### src/rtl/lpd_pkg.sv
// Types and constants shared by the length-prefix deframer modules.
package lpd_pkg;

    localparam int unsigned PREFIX_W = 3;
    localparam logic [PREFIX_W-1:0] PREFIX_RESET = 3'd4;
    localparam logic [PREFIX_W-1:0] MAX_PREFIX_BYTES = 3'd4;
    localparam logic [PREFIX_W-1:0] PREFIX_PASSTHROUGH = 3'd0;

    typedef struct packed {
        logic [7:0] data_byte;
        logic       chunk_end;
    } t_in_item;

    typedef struct packed {
        logic [7:0]  payload_byte;
        logic        first_of_message;
        logic        last_of_message;
        logic        empty_message;
        logic [31:0] message_length;
    } t_out_item;

endpackage

### src/rtl/lpd_framer.sv
// Framing state and per-byte decode of the length-prefix deframer.
module lpd_framer (
    input  logic                          i_clk,
    input  logic                          i_rst_n,
    input  logic                          i_clear,
    input  logic                          i_step,
    input  logic [lpd_pkg::PREFIX_W-1:0]  i_prefix,
    input  lpd_pkg::t_in_item             i_item,
    output logic                          o_res_valid,
    output lpd_pkg::t_out_item            o_res
);

    logic                         r_in_payload;
    logic [lpd_pkg::PREFIX_W-1:0] r_prefix_count;
    logic [31:0]                  r_len_acc;
    logic [31:0]                  r_remaining;
    logic                         r_at_start;

    logic                         n_in_payload;
    logic [lpd_pkg::PREFIX_W-1:0] n_prefix_count;
    logic [31:0]                  n_len_acc;
    logic [31:0]                  n_remaining;
    logic                         n_at_start;

    logic [31:0] shifted_byte;
    logic        last_payload;

    assign shifted_byte = {24'd0, i_item.data_byte} << {r_prefix_count[1:0], 3'b000};
    assign last_payload = (r_remaining <= 32'd1);

    always_comb begin
        n_in_payload   = r_in_payload;
        n_prefix_count = r_prefix_count;
        n_len_acc      = r_len_acc;
        n_remaining    = r_remaining;
        n_at_start     = r_at_start;
        o_res_valid    = 1'b0;
        o_res          = '0;
        if (i_prefix == lpd_pkg::PREFIX_PASSTHROUGH) begin
            o_res_valid            = 1'b1;
            o_res.payload_byte     = i_item.data_byte;
            o_res.first_of_message = r_at_start;
            o_res.last_of_message  = i_item.chunk_end;
            n_at_start             = i_item.chunk_end;
        end else if (!r_in_payload) begin
            n_len_acc      = r_len_acc | shifted_byte;
            n_prefix_count = r_prefix_count + 3'd1;
            if (n_prefix_count >= i_prefix) begin
                if (n_len_acc == 32'd0) begin
                    // An empty message gives a single marked result.
                    o_res_valid            = 1'b1;
                    o_res.first_of_message = 1'b1;
                    o_res.last_of_message  = 1'b1;
                    o_res.empty_message    = 1'b1;
                    n_in_payload           = 1'b0;
                    n_prefix_count         = '0;
                    n_len_acc              = '0;
                    n_remaining            = '0;
                    n_at_start             = 1'b1;
                end else begin
                    n_in_payload = 1'b1;
                    n_remaining  = n_len_acc;
                    n_at_start   = 1'b1;
                end
            end
        end else begin
            o_res_valid            = 1'b1;
            o_res.payload_byte     = i_item.data_byte;
            o_res.first_of_message = r_at_start;
            o_res.last_of_message  = last_payload;
            o_res.message_length   = r_len_acc;
            n_at_start             = 1'b0;
            if (last_payload) begin
                n_in_payload   = 1'b0;
                n_prefix_count = '0;
                n_len_acc      = '0;
                n_remaining    = '0;
                n_at_start     = 1'b1;
            end else begin
                n_remaining = r_remaining - 32'd1;
            end
        end
    end

    always_ff @(posedge i_clk) begin
        if (!i_rst_n || i_clear) begin
            r_in_payload   <= 1'b0;
            r_prefix_count <= '0;
            r_len_acc      <= '0;
            r_remaining    <= '0;
            r_at_start     <= 1'b1;
        end else if (i_step) begin
            r_in_payload   <= n_in_payload;
            r_prefix_count <= n_prefix_count;
            r_len_acc      <= n_len_acc;
            r_remaining    <= n_remaining;
            r_at_start     <= n_at_start;
        end
    end

endmodule

### src/rtl/length_prefix_deframer_unit.sv
// Top level of the length-prefix deframer: handshakes, prefix register, result register.
// Each accepted byte is decoded in the cycle it is taken; its result shows in the next cycle.
// Throughput is one item per cycle while the output side does not stall a held result.
// The input stalls only while a result is held and the output side stalls.
// Synchronous active-low reset sets the prefix size to four and clears the framing state.
// A prefix-size write also clears the framing state.
module length_prefix_deframer_unit (
    input  logic                          i_clk,
    input  logic                          i_rst_n,
    input  logic                          i_cfg_valid,
    output logic                          o_cfg_ready,
    input  logic [lpd_pkg::PREFIX_W-1:0]  i_cfg_data,
    input  logic                          i_in_valid,
    output logic                          o_in_stall,
    input  lpd_pkg::t_in_item             i_in,
    output logic                          o_out_valid,
    input  logic                          i_out_stall,
    output lpd_pkg::t_out_item            o_out
);

    logic [lpd_pkg::PREFIX_W-1:0] r_prefix_bytes;
    logic                         r_out_valid;
    lpd_pkg::t_out_item           r_out;

    logic                         cfg_write;
    logic                         in_accept;
    logic [lpd_pkg::PREFIX_W-1:0] eff_prefix;
    logic                         res_valid;
    lpd_pkg::t_out_item           res;

    assign o_cfg_ready = 1'b1;
    assign cfg_write   = i_cfg_valid && o_cfg_ready;
    assign o_in_stall  = r_out_valid && i_out_stall;
    assign in_accept   = i_in_valid && !o_in_stall;
    assign eff_prefix  = (r_prefix_bytes > lpd_pkg::MAX_PREFIX_BYTES) ?
                         lpd_pkg::MAX_PREFIX_BYTES : r_prefix_bytes;
    assign o_out_valid = r_out_valid;
    assign o_out       = r_out;

    lpd_framer u_framer (
        .i_clk       (i_clk),
        .i_rst_n     (i_rst_n),
        .i_clear     (cfg_write),
        .i_step      (in_accept),
        .i_prefix    (eff_prefix),
        .i_item      (i_in),
        .o_res_valid (res_valid),
        .o_res       (res)
    );

    always_ff @(posedge i_clk) begin
        if (!i_rst_n) begin
            r_prefix_bytes <= lpd_pkg::PREFIX_RESET;
        end else if (cfg_write) begin
            r_prefix_bytes <= i_cfg_data;
        end
    end

    always_ff @(posedge i_clk) begin
        if (!i_rst_n) begin
            r_out_valid <= 1'b0;
        end else if (in_accept) begin
            r_out_valid <= res_valid;
        end else if (!i_out_stall) begin
            r_out_valid <= 1'b0;
        end
    end

    always_ff @(posedge i_clk) begin
        if (in_accept && res_valid) begin
            r_out <= res;
        end
    end

endmodule

### config.mk
export PLATFORM = sky130hd
export DESIGN_NAME = length_prefix_deframer_unit
export DESIGN_NICKNAME = d
export VERILOG_FILES = /design/src/rtl/lpd_pkg.sv /design/src/rtl/lpd_framer.sv /design/src/rtl/length_prefix_deframer_unit.sv
export SDC_FILE = /design/constraint.sdc
export NUM_CORES = 1
export LEC_CHECK = 0
export BUFFER_PORTS_ARGS = -buffer_cell sky130_fd_sc_hd__buf_2
export CAP_MARGIN = 20
export CORE_ASPECT_RATIO = 1.4
export CORE_MARGIN = 4
export CORE_UTILIZATION = 45
export DETAILED_ROUTE_END_ITERATION = 12
export GPL_ROUTABILITY_DRIVEN = 1
export PLACE_DENSITY_LB_ADDON = 0.25
export SLEW_MARGIN = 5
export SYNTH_ARGS = -nofsm -noshare
export SYNTH_HDL_FRONTEND = slang
export SYNTH_HIERARCHICAL = 1
export SYNTH_SLANG_ARGS = --single-unit
### constraint.sdc
create_clock -name i_clk -period 6.9 [get_ports i_clk]
set_input_delay 0.345 -clock i_clk [delete_from_list [all_inputs] [get_ports i_clk]]
set_output_delay 0.345 -clock i_clk [all_outputs]
set_load 0.005 [all_outputs]
==> results.py <==
metrics = {
    "outcome": {
        "run_status": "completed",
    },
    "yosys": {
        "synth_compound_gate_area_share_pct": 19.08,
        "post_synth_fa_ha_maj_area_fraction_pct": 1.330,
        "postSynthRegisterBits": 116,
        "synth_top_area_cell": "sky130_fd_sc_hd__dfxtp_1",
        "synth.most_common_cell": "sky130_fd_sc_hd__a21oi_1",
        "average_cell_area_after_synthesis_um2": 8.876,
        "synth_top_family_by_area": "simple AND/OR/NAND/NOR gates",
        "ys_top_cells_by_count": "sky130_fd_sc_hd__a21oi_1, sky130_fd_sc_hd__dfxtp_1, sky130_fd_sc_hd__nor2_1",
        "ys_types": 57,
        "synth_simple_gate_area_share_pct": 25.00,
        "synth_enable_flop_cells": 43,
        "synth_top_area_share_pct": 25.89,
        "syn-num-nets": 659,
        "number_of_instances_in_the_synthesized_netlist": 636,
        "synthTopCellsByArea": "sky130_fd_sc_hd__dfxtp_1, sky130_fd_sc_hd__edfxtp_1, sky130_fd_sc_hd__a21oi_1",
        "synthesis.area_um2": 5645,
        "synthMuxAreaShare_pct": 0.8865,
        "most_common_flop_cell_mapped_by_yosys": "sky130_fd_sc_hd__dfxtp_1",
        "synth_seq_area_share_pct": 48.76,
        "yosys_warn_count": 6,
        "yosys.area_share.xor_xnor_pct": 1.086,
        "ys_async_sr_fraction_pct": 0,
    },
    "clock_network": {
        "tritoncts_clock_tree": "done",
        "cts_buffers": 17,
        "buffer_levels_on_the_longest_clock_path": 2,
        "post_cts_buffers": 0,
        "clock_insertion_delay_worst_skew_ns": 0.41,
        "clock-root-buffer": "sky130_fd_sc_hd__clkbuf_16",
        "htree_num_levels": 4,
        "post_cts_hold_buffer_count": 0,
        "cts.reportedPaths.clkPinSlew_ns": 0.05,
        "cts_num_sinks": 116,
        "post_cts_resize_count": 0,
    },
    "layout": {
        "drive_above_1_share_pct": 16.33,
        "layout-area-overhead-vs-synth_pct": 18.11,
        "fin_nets": 702,
        "num_antenna_cells": 0,
    },
    "pwr": {
        "power.ir.vdd_worst_v": 0.0001296,
        "finalPower_mw": 1.860,
        "p_leak_nw": 2.638,
        "cellPowerDensity_nw_per_um2": 278.9,
    },
    "global_route": {
        "global_route_wire_length_before_repair_um": 25590,
        "number_of_antenna_violations_at_the_first_check_in_global_routing": 0,
        "largest_net_degree_at_the_start_of_global_routing": 44,
        "met3_usage_pct": 4.634,
        "global_route.peak_usage_layer": "met2",
        "grt.overflow.total": 0,
        "grt_usage_pct": 22.66,
        "grt.met1_usage_pct": 27.34,
        "grt_pass1_vias": 4936,
        "groute.layer.met2.usage_pct": 37.24,
    },
    "hold_path": {
        "hold_path.startpoint": "i_rst_n",
        "holdPathStages": 2,
        "worstHoldPathType": "in -> reg",
        "worstHoldEndpoint": "r_prefix_bytes[2]",
    },
    "drt": {
        "post-route-drc-count": 0,
        "drt_pass1_iterations": 5,
        "detailedRoute.firstIterationViolations": 726,
        "drt-total-wl_um": 15640,
        "antenna_left": 0,
        "via_count": 5175,
        "wl_per_cell_um": 18.57,
        "avgViaCountPerCell": 6.146,
    },
    "worst_setup_path": {
        "reg2reg_to": "u_framer/r_len_acc[13]",
        "r2r.worst_path.cells": 7,
        "worst_ep_arrival_time_ns": 4.02,
        "worst_path_slowest_cell": "sky130_fd_sc_hd__nor4_1",
        "r2r-start": "u_framer/r_remaining[6]",
        "timing.critical_path.to_type": "flip-flop",
        "crit_required_ns": 7.17,
        "timing.critical_path.fanout_max": 25,
        "critical_path.max_stage_delay_ns": 0.71,
        "critPathTopFamily": "simple AND/OR/NAND/NOR gates",
        "crit_path_buf_inv_count": 0,
        "startpoint_type_of_the_worst_setup_path": "flip-flop",
        "path_common_cell": "sky130_fd_sc_hd__nand2_2",
        "setup.reg_to_reg.worst_slack_ns": 3.15,
        "path_cells": "nor4_1 -> nand4_1 -> or4_4 -> nand2_2 -> nand2_2 -> o21ai_2 -> nor2_1",
        "path_class": "reg -> reg",
    },
    "die": {
        "initial_core_util_pct": 45.85,
        "die-area_um2": 14430,
        "die_w_um": 102.7,
        "core-area_um2": 12310,
        "fp-row-count": 48,
        "dieHeight_um": 140.5,
        "top_level_ports": 63,
    },
    "timing": {
        "final_hold_viol_count": 0,
        "final.setup.tns_ns": 0,
        "finalCritPeriodShare_pct": 54.30,
        "hold_ws_ns": 0.1425,
        "tightest_slew_ns": 1.057,
        "max_freq_mhz": 266.9,
        "max_slew_margin_pct": 29.42,
        "grt_setup_unrepaired": "no",
        "final-setup-viol-count": 0,
        "final-max-slew-violation-count": 0,
        "final_period_minus_worst_setup_slack_ns": 3.747,
        "final.setup_skew_ns": 0.008094,
    },
    "job": {
        "maxCapViolCount": 0,
    },
    "place": {
        "finalWeightedCongestion": 0.9179,
        "place_hpwl_um": 10830,
        "placement.io_buffers": 61,
    },
}
==> final cells by class <==
class	count	area, µm²
fill	1102	5644
sequential	116	2753
multi-input combinational	468	2690
clock buffer	20	456.7
timing repair buffer	69	377.9
tap	150	187.7
clock inverter	12	176.4
inverter	7	26.28
==> placed cells by master, fill, tap and decap left out, drive strengths merged, types with 3 or more instances in the layout <==
cell type	netlist	layout
or2	3	3
dfxtp	73	73
ha	6	6
and3	5	5
nor4	20	20
and2	44	44
nand2	47	47
clkbuf	37	20
inv	7	9
a21o	9	9
or3	20	20
o21ai	31	31
o22ai	5	5
nor3	24	24
nor2	69	69
a22oi	8	8
clkinvlp	0	4
nand4	5	5
or4	6	6
o221ai	5	5
nand3	8	8
a221oi	5	5
xnor2	4	4
xor2	3	3
a31oi	17	17
bufinv	0	4
o211a	4	4
mux2i	5	5
nor2b	11	11
edfxtp	43	43
nand2b	4	4
buf	8	69
a21oi	76	76
==> worst reg2reg max path, stage by stage (launching register included) <==
cell and delay, ns:
sky130_fd_sc_hd__dfxtp_1 0.36, sky130_fd_sc_hd__nor4_1 0.71, sky130_fd_sc_hd__nand4_1 0.46, sky130_fd_sc_hd__or4_4 0.68, sky130_fd_sc_hd__nand2_2 0.40, sky130_fd_sc_hd__nand2_2 0.31
sky130_fd_sc_hd__o21ai_2 0.57, sky130_fd_sc_hd__nor2_1 0.13
==> per-layer routing <==
metal | part of all wire (%) | vias to the layer above | routed length, µm
li1 | - | 2407 | -
met1 | 38 | 2448 | 6018
met2 | 50 | 263 | 7884
met3 | 6.5 | 57 | 1018
met4 | 4.6 | 0 | 716
met5 | 0 | - | 0
==> where the power goes <==
group | internal [mW] | switching, mW
Clock | 0.623 | 0.311
Sequential | 0.726 | 0.0127
Combinational | 0.0635 | 0.124
Total | 1.41 | 0.448
==> cells by family after synthesis <==
logic type / Yosys count
AND/OR/NAND/NOR: 273
AO/OA/AOI/OAI: 176
flip-flops: 116
buffers and inverters: 52
XOR/XNOR: 7
adder cells (fa/ha/maj): 6
multiplexers: 5
other: 1
==> metrics by stage <==
step	std cells	util, %	setup slack [ns]	instance area, µm²
floorplan	636	-	2.760	5645
global placement	809	48.85	3.215	6015
detailed placement	809	48.85	3.049	6015
CTS	841	53.99	3.028	6648
global route	842	54.16	2.855	6668
finish	842	54.16	3.153	6668
==> flip-flops by register name, indices dropped and copies added, names as in the netlist <==
signal,cells
u_framer/r_in_payload,1
u_framer/r_len_acc,32
o_out_valid,1
u_framer/r_at_start,1
u_framer/r_prefix_count,3
o_out,43
r_prefix_bytes,3
u_framer/r_remaining,32
==> worst max path at each step <==
| stage | startpoint | end | slack, ns | cells past startpoint |
|---|---|---|---|---|
| final | u_framer/r_remaining[6] | u_framer/r_len_acc[13] | 3.15 | 7 |
| after global routing | u_framer/r_remaining[6] | u_framer/r_len_acc[30] | 2.86 | 7 |
| after CTS | u_framer/r_prefix_count[0] | o_out[18] | 3.03 | 10 |
| after detailed placement | u_framer/r_prefix_count[0] | o_out[18] | 3.05 | 10 |
| after global placement | u_framer/r_prefix_count[0] | o_out[16] | 3.22 | 10 |
| after floorplan | u_framer/r_prefix_count[1] | o_out[0] | 2.76 | 10 |
(Power assumes the default switching activity.)
